$ cat config.mk
export PLATFORM = sky130hd
export DESIGN_NAME = touch_key_baseline_and_detect
export DESIGN_NICKNAME = d
export VERILOG_FILES = /design/src/rtl/core/tkbd_pkg.sv /design/src/rtl/core/tkbd_ctrl.sv /design/src/rtl/core/tkbd_datapath.sv /design/src/rtl/core/touch_key_baseline_and_detect.sv
export VERILOG_INCLUDE_DIRS = /design/src /design/src/rtl/core
export SDC_FILE = /design/constraint.sdc
export NUM_CORES = 1
export LEC_CHECK = 0
export ABC_AREA = 1
export BUFFER_PORTS_ARGS = -buffer_cell sky130_fd_sc_hd__buf_2
export CAP_MARGIN = 20
export CORE_MARGIN = 3
export CORE_UTILIZATION = 25
export DETAILED_ROUTE_END_ITERATION = 10
export SETUP_SLACK_MARGIN = 0.15
export SLEW_MARGIN = 20
export SYNTH_ARGS = -nofsm -noshare
export SYNTH_HDL_FRONTEND = slang
export SYNTH_SLANG_ARGS = --single-unit
$ cat constraint.sdc
create_clock -name clk_i -period 7.1 [get_ports clk_i]
set_clock_uncertainty 0.15 [all_clocks]
set_input_delay 1.42 -clock clk_i [delete_from_list [all_inputs] [get_ports clk_i]]
set_output_delay 1.42 -clock clk_i [all_outputs]
set_load 0.1 [all_outputs]
$ cat src/rtl/core/touch_key_baseline_and_detect_macros.svh
// Assertion helpers used by the touch key top level.
`ifndef TOUCH_KEY_BASELINE_AND_DETECT_MACROS_SVH
`define TOUCH_KEY_BASELINE_AND_DETECT_MACROS_SVH

// Same-cycle implication, off while reset is asserted.
`define TKBD_ASSERT_NOW(lbl, clk, rst_n, ante, cons) \
  lbl: assert property (@(posedge clk) disable iff (!rst_n) (ante) |-> (cons)) \
    else $error("touch key check failed");

// Next-cycle implication, off while reset is asserted.
`define TKBD_ASSERT_NEXT(lbl, clk, rst_n, ante, cons) \
  lbl: assert property (@(posedge clk) disable iff (!rst_n) (ante) |=> (cons)) \
    else $error("touch key check failed");

`endif

$ cat src/rtl/core/tkbd_pkg.sv
`default_nettype none
package tkbd_pkg;

  // Sample and register widths
  localparam int SAMPLE_W  = 16;
  localparam int CFG_W     = 16;
  localparam int CFG_IDX_W = 2;
  localparam int SCAN_W    = 4;

  // Entries dropped at each end of the sorted calibration set
  localparam int TRIM = 2;

  // Configuration register indexes
  typedef enum logic [CFG_IDX_W-1:0] {
    CFG_GATE = 2'd0,
    CFG_FULL = 2'd1,
    CFG_SCAN = 2'd2
  } cfg_reg_e;

  // Input opcodes and result kinds
  localparam logic OP_CAL    = 1'b0;
  localparam logic OP_SCAN   = 1'b1;
  localparam logic KIND_CAL  = 1'b0;
  localparam logic KIND_SCAN = 1'b1;

  // Controller to datapath commands
  typedef struct packed {
    logic accept;
    logic ins_step;
    logic sum_step;
    logic div_step;
    logic scan_step;
    logic emit;
  } dp_cmd_t;

  // Datapath to controller status
  typedef struct packed {
    logic ins_done;
    logic cal_full;
    logic sum_last;
    logic scan_due;
    logic out_free;
  } dp_stat_t;

endpackage
`default_nettype wire

$ cat src/rtl/core/tkbd_ctrl.sv
`default_nettype none
module tkbd_ctrl (
  input  wire logic               clk_i,
  input  wire logic               rst_ni,
  input  wire logic               in_valid_i,
  input  wire logic               in_opcode_i,
  output logic                    in_ready_o,
  input  wire tkbd_pkg::dp_stat_t stat_i,
  output tkbd_pkg::dp_cmd_t       cmd_o
);

  typedef enum logic [2:0] {
    IDLE,
    INSERT,
    SUM,
    DIVIDE,
    SCAN,
    EMIT
  } state_e;

  state_e state_q, state_d;

  // Decode commands and next state
  always_comb begin
    cmd_o      = '0;
    state_d    = state_q;
    in_ready_o = (state_q == IDLE);
    case (state_q)
      IDLE: begin
        if (in_valid_i) begin
          cmd_o.accept = 1'b1;
          state_d = (in_opcode_i == tkbd_pkg::OP_SCAN) ? SCAN : INSERT;
        end
      end
      INSERT: begin
        cmd_o.ins_step = 1'b1;
        if (stat_i.ins_done) begin
          state_d = stat_i.cal_full ? SUM : IDLE;
        end
      end
      SUM: begin
        cmd_o.sum_step = 1'b1;
        if (stat_i.sum_last) begin
          state_d = DIVIDE;
        end
      end
      DIVIDE: begin
        cmd_o.div_step = 1'b1;
        state_d = EMIT;
      end
      SCAN: begin
        cmd_o.scan_step = 1'b1;
        state_d = stat_i.scan_due ? EMIT : IDLE;
      end
      EMIT: begin
        if (stat_i.out_free) begin
          cmd_o.emit = 1'b1;
          state_d = IDLE;
        end
      end
      default: begin
        state_d = IDLE;
      end
    endcase
  end

  // Hold state
  always_ff @(posedge clk_i or negedge rst_ni) begin
    if (!rst_ni) begin
      state_q <= IDLE;
    end else begin
      state_q <= state_d;
    end
  end

endmodule
`default_nettype wire

$ cat src/rtl/core/tkbd_datapath.sv
`default_nettype none
module tkbd_datapath #(
  parameter int CAL_SAMPLES = 10
) (
  input  wire logic                                 clk_i,
  input  wire logic                                 rst_ni,
  // configuration writes
  input  wire logic                                 cfg_we_i,
  input  wire logic [tkbd_pkg::CFG_IDX_W-1:0]       cfg_idx_i,
  input  wire logic [tkbd_pkg::CFG_W-1:0]           cfg_data_i,
  // input item payload
  input  wire logic                                 opcode_i,
  input  wire logic [tkbd_pkg::SAMPLE_W-1:0]        sample_i,
  // result item
  output logic                                      out_valid_o,
  input  wire logic                                 out_ready_i,
  output logic                                      result_kind_o,
  output logic                                      touched_o,
  output logic [tkbd_pkg::SAMPLE_W-1:0]             peak_value_o,
  output logic [tkbd_pkg::SAMPLE_W-1:0]             baseline_value_o,
  output logic                                      calib_fault_o,
  // controller link
  input  wire tkbd_pkg::dp_cmd_t                    cmd_i,
  output tkbd_pkg::dp_stat_t                        stat_o
);

  localparam int SW       = tkbd_pkg::SAMPLE_W;
  localparam int IDX_W    = $clog2(CAL_SAMPLES);
  localparam int SUM_W    = SW + $clog2(CAL_SAMPLES);
  localparam int DIVISOR  = CAL_SAMPLES - 2 * tkbd_pkg::TRIM;
  // Reciprocal scale: 4 spare bits keep the rounding error below one step
  localparam int RECIP_SH = SUM_W + 4;
  localparam int RECIP_W  = RECIP_SH + 1;
  localparam int PROD_W   = SUM_W + RECIP_W;
  localparam logic [RECIP_W-1:0] RECIP =
    RECIP_W'(((1 << RECIP_SH) + DIVISOR - 1) / DIVISOR);
  localparam int SCW      = tkbd_pkg::SCAN_W;

  // Sorted calibration entries and sequencing registers
  logic [SW-1:0]     store_q [CAL_SAMPLES];
  logic [SW-1:0]     store_d [CAL_SAMPLES];
  logic              op_q, op_d;
  logic [SW-1:0]     val_q, val_d;
  logic [IDX_W-1:0]  ptr_q, ptr_d;
  logic [SUM_W-1:0]  sum_q, sum_d;
  logic [SUM_W-1:0]  num_q, num_d;

  // Persistent state and configuration
  logic [IDX_W-1:0]  fill_q, fill_d;
  logic [SW-1:0]     baseline_q, baseline_d;
  logic [SW-1:0]     peak_q, peak_d;
  logic [SCW-1:0]    sfill_q, sfill_d;
  logic [SW-1:0]     gate_q, full_q;
  logic [SCW-1:0]    scnt_q;

  // Result register
  logic              out_valid_q;
  logic              kind_q, touched_q, fault_q;
  logic [SW-1:0]     peak_out_q, base_out_q;

  // Combinational helpers
  logic [IDX_W-1:0]  rd_addr;
  logic [SW-1:0]     rd_data;
  logic [PROD_W-1:0] quot_prod;
  logic [SCW-1:0]    need;
  logic [SCW-1:0]    sfill_inc;
  logic [SW:0]       gate_sum;
  logic              hit;
  logic              fault;

  // Read the entry below the insert point, or the next entry to sum
  assign rd_addr = cmd_i.sum_step ? ptr_q : ptr_q - IDX_W'(1);
  assign rd_data = store_q[rd_addr];

  // Divide the middle sum by scaling with the divisor's reciprocal
  assign quot_prod = PROD_W'(num_q) * PROD_W'(RECIP);

  // Scan group length, zero counts as one
  assign need      = (scnt_q == '0) ? SCW'(1) : scnt_q;
  assign sfill_inc = (sfill_q == '1) ? sfill_q : sfill_q + SCW'(1);

  // Decision compares
  assign gate_sum = {1'b0, baseline_q} + {1'b0, gate_q};
  assign hit      = ({1'b0, peak_q} > gate_sum);
  assign fault    = (baseline_q > {1'b0, full_q[SW-1:1]});

  // Status to controller
  assign stat_o.ins_done = (ptr_q == '0) || !(rd_data > val_q);
  assign stat_o.cal_full = (fill_q == IDX_W'(CAL_SAMPLES - 1));
  assign stat_o.sum_last = (ptr_q == IDX_W'(CAL_SAMPLES - tkbd_pkg::TRIM - 1));
  assign stat_o.scan_due = (sfill_inc >= need);
  assign stat_o.out_free = !out_valid_q || out_ready_i;

  // Next values of the working and persistent registers
  always_comb begin
    store_d    = store_q;
    op_d       = op_q;
    val_d      = val_q;
    ptr_d      = ptr_q;
    sum_d      = sum_q;
    num_d      = num_q;
    fill_d     = fill_q;
    baseline_d = baseline_q;
    peak_d     = peak_q;
    sfill_d    = sfill_q;

    // Latch the item; a calibration sample drops any partial scan group
    if (cmd_i.accept) begin
      op_d  = opcode_i;
      val_d = sample_i;
      ptr_d = fill_q;
      if (opcode_i == tkbd_pkg::OP_CAL) begin
        peak_d  = '0;
        sfill_d = '0;
      end
    end

    // Shift one larger entry up, or drop the sample into its slot
    if (cmd_i.ins_step) begin
      if (stat_o.ins_done) begin
        store_d[ptr_q] = val_q;
        if (stat_o.cal_full) begin
          fill_d = '0;
          ptr_d  = IDX_W'(tkbd_pkg::TRIM);
          sum_d  = '0;
        end else begin
          fill_d = fill_q + IDX_W'(1);
        end
      end else begin
        store_d[ptr_q] = rd_data;
        ptr_d = ptr_q - IDX_W'(1);
      end
    end

    // Accumulate the middle entries
    if (cmd_i.sum_step) begin
      sum_d = sum_q + SUM_W'(rd_data);
      ptr_d = ptr_q + IDX_W'(1);
      if (stat_o.sum_last) begin
        num_d = sum_q + SUM_W'(rd_data);
      end
    end

    // Take the quotient as the new baseline
    if (cmd_i.div_step) begin
      baseline_d = quot_prod[RECIP_SH +: SW];
    end

    // Track the scan group peak
    if (cmd_i.scan_step) begin
      if (val_q > peak_q) begin
        peak_d = val_q;
      end
      sfill_d = sfill_inc;
    end

    // Close the scan group once its decision goes out
    if (cmd_i.emit && (op_q == tkbd_pkg::OP_SCAN)) begin
      peak_d  = '0;
      sfill_d = '0;
    end
  end

  // Payload registers
  always_ff @(posedge clk_i) begin
    store_q <= store_d;
    op_q    <= op_d;
    val_q   <= val_d;
    ptr_q   <= ptr_d;
    sum_q   <= sum_d;
    num_q   <= num_d;
    if (cmd_i.emit) begin
      if (op_q == tkbd_pkg::OP_SCAN) begin
        kind_q     <= tkbd_pkg::KIND_SCAN;
        touched_q  <= hit;
        peak_out_q <= peak_q;
        fault_q    <= 1'b0;
      end else begin
        kind_q     <= tkbd_pkg::KIND_CAL;
        touched_q  <= 1'b0;
        peak_out_q <= '0;
        fault_q    <= fault;
      end
      base_out_q <= baseline_q;
    end
  end

  // Persistent state, configuration and output valid
  always_ff @(posedge clk_i or negedge rst_ni) begin
    if (!rst_ni) begin
      fill_q      <= '0;
      baseline_q  <= '0;
      peak_q      <= '0;
      sfill_q     <= '0;
      gate_q      <= SW'(100);
      full_q      <= '1;
      scnt_q      <= SCW'(3);
      out_valid_q <= 1'b0;
    end else begin
      fill_q     <= fill_d;
      baseline_q <= baseline_d;
      peak_q     <= peak_d;
      sfill_q    <= sfill_d;
      if (cfg_we_i) begin
        case (cfg_idx_i)
          tkbd_pkg::CFG_GATE: gate_q <= cfg_data_i[SW-1:0];
          tkbd_pkg::CFG_FULL: full_q <= cfg_data_i[SW-1:0];
          tkbd_pkg::CFG_SCAN: scnt_q <= cfg_data_i[SCW-1:0];
          default: begin
          end
        endcase
      end
      if (cmd_i.emit) begin
        out_valid_q <= 1'b1;
      end else if (out_ready_i) begin
        out_valid_q <= 1'b0;
      end
    end
  end

  assign out_valid_o      = out_valid_q;
  assign result_kind_o    = kind_q;
  assign touched_o        = touched_q;
  assign peak_value_o     = peak_out_q;
  assign baseline_value_o = base_out_q;
  assign calib_fault_o    = fault_q;

endmodule
`default_nettype wire

$ cat src/rtl/core/touch_key_baseline_and_detect.sv
// Channel  | Handshake             | Payload
// ---------+-----------------------+---------------------------------------------
// in       | in_valid_i/in_ready_o | opcode_i, sample_i
// out      | out_valid_o/out_ready_i | result_kind_o, touched_o, peak_value_o,
//          |                       | baseline_value_o, calib_fault_o
// cfg      | cfg_we_i (no wait)    | cfg_idx_i, cfg_data_i
//
// One item at a time. A scan item passes SCAN, then EMIT when it closes a group.
// A calibration item passes INSERT, where it shifts up each of the k larger
// entries (k <= CAL_SAMPLES-1) and then drops into its slot; the item that
// completes the set then passes SUM over the CAL_SAMPLES-4 middle entries, DIVIDE and EMIT.
// The result register frees input and output: a new item is taken while a
// result waits, and only a further result stalls until out_ready_i.
// Reset is asynchronous: baseline, peak and counts clear, configuration
// returns to gate 100, full scale 65535, scan count 3.
`default_nettype none
`include "touch_key_baseline_and_detect_macros.svh"
module touch_key_baseline_and_detect #(
  parameter int CAL_SAMPLES = 10
) (
  input  wire logic                                 clk_i,
  input  wire logic                                 rst_ni,
  input  wire logic                                 cfg_we_i,
  input  wire logic [tkbd_pkg::CFG_IDX_W-1:0]       cfg_idx_i,
  input  wire logic [tkbd_pkg::CFG_W-1:0]           cfg_data_i,
  input  wire logic                                 in_valid_i,
  output logic                                      in_ready_o,
  input  wire logic                                 opcode_i,
  input  wire logic [tkbd_pkg::SAMPLE_W-1:0]        sample_i,
  output logic                                      out_valid_o,
  input  wire logic                                 out_ready_i,
  output logic                                      result_kind_o,
  output logic                                      touched_o,
  output logic [tkbd_pkg::SAMPLE_W-1:0]             peak_value_o,
  output logic [tkbd_pkg::SAMPLE_W-1:0]             baseline_value_o,
  output logic                                      calib_fault_o
);

  tkbd_pkg::dp_cmd_t  cmd;
  tkbd_pkg::dp_stat_t stat;

  // Sequence each item
  tkbd_ctrl u_ctrl (
    .clk_i       (clk_i),
    .rst_ni      (rst_ni),
    .in_valid_i  (in_valid_i),
    .in_opcode_i (opcode_i),
    .in_ready_o  (in_ready_o),
    .stat_i      (stat),
    .cmd_o       (cmd)
  );

  // Store, sum, divide and decide
  tkbd_datapath #(
    .CAL_SAMPLES (CAL_SAMPLES)
  ) u_datapath (
    .clk_i            (clk_i),
    .rst_ni           (rst_ni),
    .cfg_we_i         (cfg_we_i),
    .cfg_idx_i        (cfg_idx_i),
    .cfg_data_i       (cfg_data_i),
    .opcode_i         (opcode_i),
    .sample_i         (sample_i),
    .out_valid_o      (out_valid_o),
    .out_ready_i      (out_ready_i),
    .result_kind_o    (result_kind_o),
    .touched_o        (touched_o),
    .peak_value_o     (peak_value_o),
    .baseline_value_o (baseline_value_o),
    .calib_fault_o    (calib_fault_o),
    .cmd_i            (cmd),
    .stat_o           (stat)
  );

  // Calibration results carry no decision and no peak
  `TKBD_ASSERT_NOW(a_cal_clean, clk_i, rst_ni,
    out_valid_o && (result_kind_o == tkbd_pkg::KIND_CAL),
    !touched_o && (peak_value_o == '0))
  // Scan results never flag a calibration fault
  `TKBD_ASSERT_NOW(a_scan_nofault, clk_i, rst_ni,
    out_valid_o && (result_kind_o == tkbd_pkg::KIND_SCAN), !calib_fault_o)
  // The block is busy the cycle after it takes an item
  `TKBD_ASSERT_NEXT(a_busy_after_accept, clk_i, rst_ni,
    in_valid_i && in_ready_o, !in_ready_o)
  // A result loads only into a free output register
  `TKBD_ASSERT_NOW(a_emit_free, clk_i, rst_ni, cmd.emit,
    !out_valid_o || out_ready_i)

endmodule
`default_nettype wire
==> results.cfg, run 1 <==
[worst_setup_path]
cp_num_buf_inv = 5
critPathKind = reg2reg
crit_slowest_cell = fa_1
end_kind = flip-flop
required_ns = 7.41
critical-path-top-delay-family = adder cells
worst-path-stages = 21
path_max_fanout = 5
worstPathArrival_ns = 6.35
cp-start-kind = flip-flop
crit_path_end = u_datapath.baseline_q[3]$_DFFE_PN0N_
path_cells = ha_1 > inv_1 > fa_1 > inv_1 > fa_1 > fa_1 > fa_1 > inv_1 > fa_1 > inv_1 > fa_1 > ha_1 > nand2_1 > nor2_1 > inv_1 > nor3_1 > o21ai_0 > nand3_1 > nand2_1 > nand3_1 > nand2_1
slowest_delay_ns = 0.62
rrSetupSlack_ns = 1.06
rr_endpoint = u_datapath.baseline_q[3]$_DFFE_PN0N_
crit_path_frequent_cell = fa_1
reg2reg_depth = 21
crit_path_start = u_datapath.num_q[7]$_DFFE_PP_
rr_startpoint = u_datapath.num_q[7]$_DFFE_PP_

[placed_design]
placed_cells = 4681
gp_congestion = 0.956
dp_hpwl_mm = 58.5
portBuffers = 76

[clocking]
clockBufferDepth = 3
cts_tree = built
cts-resized-gates = 0
clkSlewWorstSetupHoldPaths_ns = 0.06
post_cts_buffers = 0
cts_root_buf = clkbuf_16
clkSinkCount = 335
hold_buffers = 0
clock_latency_ns = 0.61
cts_buffers = 42
htreeDepth = 2

[global_routing]
antenna_found_initial = 3
grt_pass1_wl_mm = 120
grt_max_degree = 138
track_usage_pct = 13.7
grt.busiest_layer = met2
grt_pass1_vias = 21000
use_met3_pct = 1.98
overflow = 0
grt_use_met1_pct = 19.4
grtUsageMet2_pct = 21.9

[finish]
final_common_cell = nand2_1
seq_area_um2 = 9650
layout.nets = 3751
fillers = 11300
drive_gt1_share_pct = 6.89
multi_input_area_um2 = 14000
layout_common_cells = 792 x nand2_1, 693 x inv_1, 260 x ha_1
layout.cells.non_filler = 4759
fin_util_pct = 28.3
area_delta_synth_final_pct = 12.0

[synthesis]
syn_nets = 3707
ys_warn_count = 0
synth-edff-count = 252
yosysSeqAreaShare_pct = 36.1
syn-mean-instance-area_um2 = 8.12
ys_seq_elements = 335
synth.distinct_cells = 48
synthArstFlopShare_pct = 23.6
postSynthCellCount = 3290
synth-main-ff-cell = edfxtp_1
netlist_area_um2 = 26700

[timing]
slew_violations = 0
post-route-min-period_ns = 6.04
timing.fmax_mhz = 166
rsz0062_at_grt = no
hold_viol_final = 0
hold_ws_ns = 0.340
finalSetupViolCount = 0
worst_pin_slew_ns = 1.03
finalCritPeriodShare_pct = 85.1
relSlewSlack_pct = 31.4
setup_tns_ns = 0

[floorplan]
io_pins = 77
start_util_pct = 25.3
coreArea_um2 = 106000
die_w_um = 333
dieArea_um2 = 111000
row_count = 119
die_h_um = 333

[power_and_ir_drop]
total_power_mw = 13.0
power_density_nw_per_um2 = 435
p_leak_nw = 15.2
ir_worst_vdd_mv = 0.798

[detailed_routing]
via_per_inst = 4.53
num_vias = 21600
drc_errors = 0
firstDrtPassIters = 6
drt_iter0_drc = 1666
wl_per_cell_um = 16.1
ant_nets = 0
wirelength_mm = 76.8

[hold_path]
min_path_type = reg2reg

[outcome]
status = completed

[run]
max_cap_violations = 0
[per-stage QoR]
| step | area (um2) | setup slack, ns |
|---|---|---|
| 3_3_place_gp | 28600 | 1.22 |
| 3_5_place_dp | 28600 | 1.05 |
| 6_report | 29900 | 1.06 |
| 5_1_grt | 29900 | 0.636 |
| 4_1_cts | 29900 | 1.01 |
| 2_1_floorplan | 26700 | 1.68 |
[Yosys cell counts (2+ instances only)]
| cell | number | area, um2 |
|---|---|---|
| a21boi_0 | 17 | 128 |
| a21o_1 | 7 | 52.6 |
| a21oi_1 | 234 | 1170 |
| a31oi_1 | 5 | 31.3 |
| and2_1 | 3 | 18.8 |
| buf_1 | 3 | 11.3 |
| buf_2 | 25 | 125 |
| buf_4 | 3 | 22.5 |
| buf_6 | 5 | 56.3 |
| clkbuf_1 | 61 | 229 |
| clkinv_1 | 3 | 11.3 |
| dfrtp_1 | 59 | 1480 |
| dfstp_2 | 20 | 526 |
| dfxtp_1 | 4 | 80.1 |
| edfxtp_1 | 252 | 7570 |
| fa_1 | 117 | 2340 |
| ha_1 | 260 | 3250 |
| inv_1 | 693 | 2600 |
| inv_2 | 7 | 26.3 |
| nand2_1 | 795 | 2980 |
| nand2_4 | 11 | 124 |
| nand3_1 | 238 | 1190 |
| nand3_2 | 5 | 50.1 |
| nand3_4 | 11 | 193 |
| nand3b_1 | 58 | 435 |
| nand4_1 | 21 | 131 |
| nor2_1 | 193 | 724 |
| nor2_2 | 2 | 12.5 |
| nor3_1 | 25 | 125 |
| nor4_1 | 2 | 12.5 |
| o21a_1 | 2 | 15.0 |
| o21ai_0 | 92 | 460 |
| o21ai_4 | 2 | 32.5 |
| o21bai_1 | 11 | 82.6 |
| xnor2_1 | 13 | 114 |
| xor2_1 | 19 | 166 |
[state kept, by name (all words and copies together), names as in the netlist, 3 cells and up]
register and flops:
u_datapath.num_q 20, u_datapath.gate_q 16, u_datapath.store_q 160, u_datapath.sfill_q 4, u_datapath.val_q 16, u_datapath.fill_q 4
u_datapath.baseline_q 16, u_datapath.ptr_q 4, u_datapath.baseline_value_o 16, u_datapath.full_q 15, u_datapath.peak_value_o 16, u_datapath.peak_q 16
u_datapath.sum_q 20, u_ctrl.state_q 3, u_datapath.scnt_q 4
[worst register-to-register path, stage by stage, from the launching register on]
cell and delay [ns]:
edfxtp_1 0.45, ha_1 0.34, inv_1 0.09, fa_1 0.62, inv_1 0.11, fa_1 0.60
fa_1 0.44, fa_1 0.52, inv_1 0.07, fa_1 0.53, inv_1 0.05, fa_1 0.48
ha_1 0.33, nand2_1 0.11, nor2_1 0.28, inv_1 0.09, nor3_1 0.21, o21ai_0 0.17
nand3_1 0.11, nand2_1 0.05, nand3_1 0.06, nand2_1 0.05
[worst min-delay path by stage]
stage / from / end / cells past startpoint
2_1_floorplan: u_datapath.op_q$_DFFE_PP_ / u_datapath.result_kind_o$_DFFE_PP_ / 0
3_3_place_gp: u_datapath.scnt_q[2]$_DFFE_PN0P_ / u_datapath.scnt_q[2]$_DFFE_PN0P_ / 2
3_5_place_dp: u_datapath.scnt_q[2]$_DFFE_PN0P_ / u_datapath.scnt_q[2]$_DFFE_PN0P_ / 2
4_1_cts: u_datapath.full_q[15]$_DFFE_PN1P_ / u_datapath.full_q[15]$_DFFE_PN1P_ / 2
5_1_grt: u_datapath.full_q[7]$_DFFE_PN1P_ / u_datapath.full_q[7]$_DFFE_PN1P_ / 2
6_report: u_datapath.full_q[15]$_DFFE_PN1P_ / u_datapath.full_q[15]$_DFFE_PN1P_ / 2
[per-layer routing]
metal	up-vias	share of wire [%]
met5	-	0
met4	0	2.0
met3	100	6.5
met2	607	45
met1	10300	46
li1	10500	-
[area by class of cell]
type                            count  share of cell area (%)
Antenna cell                        1                 0.00836
Inverter                          704                    8.84
Sequential cell                   335                    32.3
Multi-Input combinational cell   2153                    46.8
Tap cell                         1391                    5.82
Timing Repair Buffer               98                    1.87
Clock buffer                       58                    3.88
Clock inverter                     19                   0.569
[kinds of logic (layout without fill, tap and decap cells)]
family / Yosys count / in the layout / share of synthesized area, %
flip-flops: 335 / 335 / 36.1
adder cells (fa/ha/maj): 377 / 377 / 21.0
other: 0 / 1 / 0
AO/OA/AOI/OAI: 374 / 374 / 7.53
AND/OR/NAND/NOR: 1369 / 1369 / 22.7
XOR/XNOR: 32 / 32 / 1.05
buffers and inverters: 802 / 879 / 11.6
multiplexers: 1 / 1 / 0.0375
[power by group]
group | switching, mW | leakage [nW] | internal [mW] | total [mW]
Clock | 0.937 | 0.645 | 1.16 | 2.10
Combinational | 5.84 | 11.3 | 2.23 | 8.07
Sequential | 0.224 | 3.27 | 2.63 | 2.86
Total | 7.00 | 15.2 | 6.03 | 13.0
Power figures use the tool's default switching activity.
==> run 2: changes to the inputs <==
--- a/config.mk
+++ b/config.mk
@@ -9,8 +9,10 @@
 export ABC_AREA = 1
 export BUFFER_PORTS_ARGS = -buffer_cell sky130_fd_sc_hd__buf_2
 export CAP_MARGIN = 20
+export CORE_ASPECT_RATIO = 1.4
 export CORE_MARGIN = 3
 export CORE_UTILIZATION = 25
+export CTS_CLUSTER_SIZE = 8
 export DETAILED_ROUTE_END_ITERATION = 10
 export SETUP_SLACK_MARGIN = 0.15
 export SLEW_MARGIN = 20
==> run 2 against run 1 <==
Net effect: die area barely moved; combinational power fell by 0.5%; non-clock buffer count rose by 9; flip-flop and latch count did not move; final cell count fell by 0.69%.
==> results.cfg, run 2 (synthesis gave the netlist of run 1 again) <==
[placed_design]
place_area_um2 = 28600
portBuffers = 76
place_ws_ns = 1.16
dp_hpwl_mm = 57.5
gp_congestion = 0.969

[power_and_ir_drop]
p_leak_nw = 15.3
total_power_mw = 13.1
ir_worst_vdd_mv = 0.960
power_density_nw_per_um2 = 435

[finish]
stdcell_area_um2 = 30000
top_regs = u_datapath.store_q: 160 flops, u_datapath.num_q: 20 flops, u_datapath.sum_q: 20 flops
regMostFlops = u_datapath.store_q
layout.nets = 3766
drive_gt1_share_pct = 6.92
area_delta_synth_final_pct = 12.3
layout_common_cells = 792 x nand2_1, 693 x inv_1, 260 x ha_1
largest_reg_flops = 160
final_common_cell = nand2_1

[clocking]
clockBufferDepth = 3
clock_latency_ns = 0.62
clkSlewWorstSetupHoldPaths_ns = 0.06
htreeDepth = 2
hold_buffers = 0
clkSinkCount = 335
cts_root_buf = clkbuf_16
post_cts_buffers = 0
cts_tree = built
cts_buffers = 48
cts-resized-gates = 0

[detailed_routing]
ant_nets = 0
drc_errors = 0
num_vias = 21500
drt_iter0_drc = 1253
wirelength_mm = 76.4
wl_per_cell_um = 16.2
via_per_inst = 4.55
firstDrtPassIters = 5

[floorplan]
start_util_pct = 25.2
io_pins = 77
dieArea_um2 = 111000
coreArea_um2 = 106000
die_w_um = 282
die_h_um = 393
row_count = 141

[run]
max_cap_violations = 0

[worst_setup_path]
end_kind = flip-flop
cp_num_buf_inv = 4
rrSetupSlack_ns = 1.15
critPathKind = reg2reg
path_max_fanout = 5
crit_path_frequent_cell = fa_1
cp-start-kind = flip-flop
path_cells = ha_1 > inv_1 > fa_1 > inv_1 > fa_1 > fa_1 > inv_1 > fa_1 > fa_1 > inv_1 > ha_1 > ha_1 > nand2_1 > nor2_1 > nand2_1 > nor3_1 > o21ai_0 > nand3_1 > nand2_1 > nand3_1 > nand2_1
required_ns = 7.41
crit_slowest_cell = fa_1
slowest_delay_ns = 0.62
worstPathArrival_ns = 6.26
critical-path-top-delay-family = adder cells

[timing]
rsz0062_at_grt = no
fin_ws_ns = 1.15
timing.fmax_mhz = 168
slew_violations = 0
relSlewSlack_pct = 29.4
finalSetupViolCount = 0
worst_pin_slew_ns = 1.06
setup_tns_ns = 0
finalCritPeriodShare_pct = 83.8
hold_viol_final = 0
post-route-min-period_ns = 5.95

[global_routing]
track_usage_pct = 13.8
grt_max_degree = 138
antenna_found_initial = 3
overflow = 0
grt_pass1_vias = 21600
grt_pass1_wl_mm = 119

[hold_path]
min_path_type = reg2reg

[outcome]
status = completed
==> run 2: stage by stage <==
stage	hold slack (ns)	util (%)	std cells
after floorplan	0.274	-	3290
after global placement	0.318	27.0	4657
after detailed placement	0.325	27.0	4657
after CTS	0.338	28.3	4725
after global routing	0.354	28.3	4725
final	0.337	28.3	4726
==> run 2: metal layers <==
metal | wire length (um) | global-route usage, %
met3 | 3270 | 1.73
met1 | 29900 | 15.4
met5 | 31 | 0
met4 | 4430 | 7.25
met2 | 38800 | 25.3
==> run 2: power by group <==
group	switching (mW)	internal [mW]
Combinational	5.78	2.26
Clock	0.898	1.27
Sequential	0.221	2.64
Total	6.90	6.16
==> run 2: path summary, 6_finish.rpt <==
kind,startpoint,end,cells past startpoint
setup / recovery,u_datapath.num_q[7]$_DFFE_PP_,u_datapath.baseline_q[3]$_DFFE_PN0N_,21
hold / removal,u_datapath.scnt_q[2]$_DFFE_PN0P_,u_datapath.scnt_q[2]$_DFFE_PN0P_,2
setup reg to reg,u_datapath.num_q[7]$_DFFE_PP_,u_datapath.baseline_q[3]$_DFFE_PN0N_,21
hold reg to reg,u_datapath.scnt_q[2]$_DFFE_PN0P_,u_datapath.scnt_q[2]$_DFFE_PN0P_,2
max in group asynchronous,rst_ni,u_datapath.out_valid_o$_DFFE_PN0P_,2
min in group asynchronous,rst_ni,u_datapath.gate_q[8]$_DFFE_PN0P_,1
==> run 2: final cells by class <==
cell class | count | area [um2]
Antenna cell | 1 | 2.50
Inverter | 704 | 2650
Multi-Input combinational cell | 2153 | 14000
Clock buffer | 63 | 1260
Timing Repair Buffer | 107 | 641
Fill cell | 11300 | 75800
Tap cell | 1358 | 1700
Sequential cell | 335 | 9650
Clock inverter | 5 | 116
==> run 2: tightest hold or removal path: stages, from the launching register on <==
cell	delay [ns]
dfrtp_1	0.34
nand2_1	0.05
o21ai_0	0.06
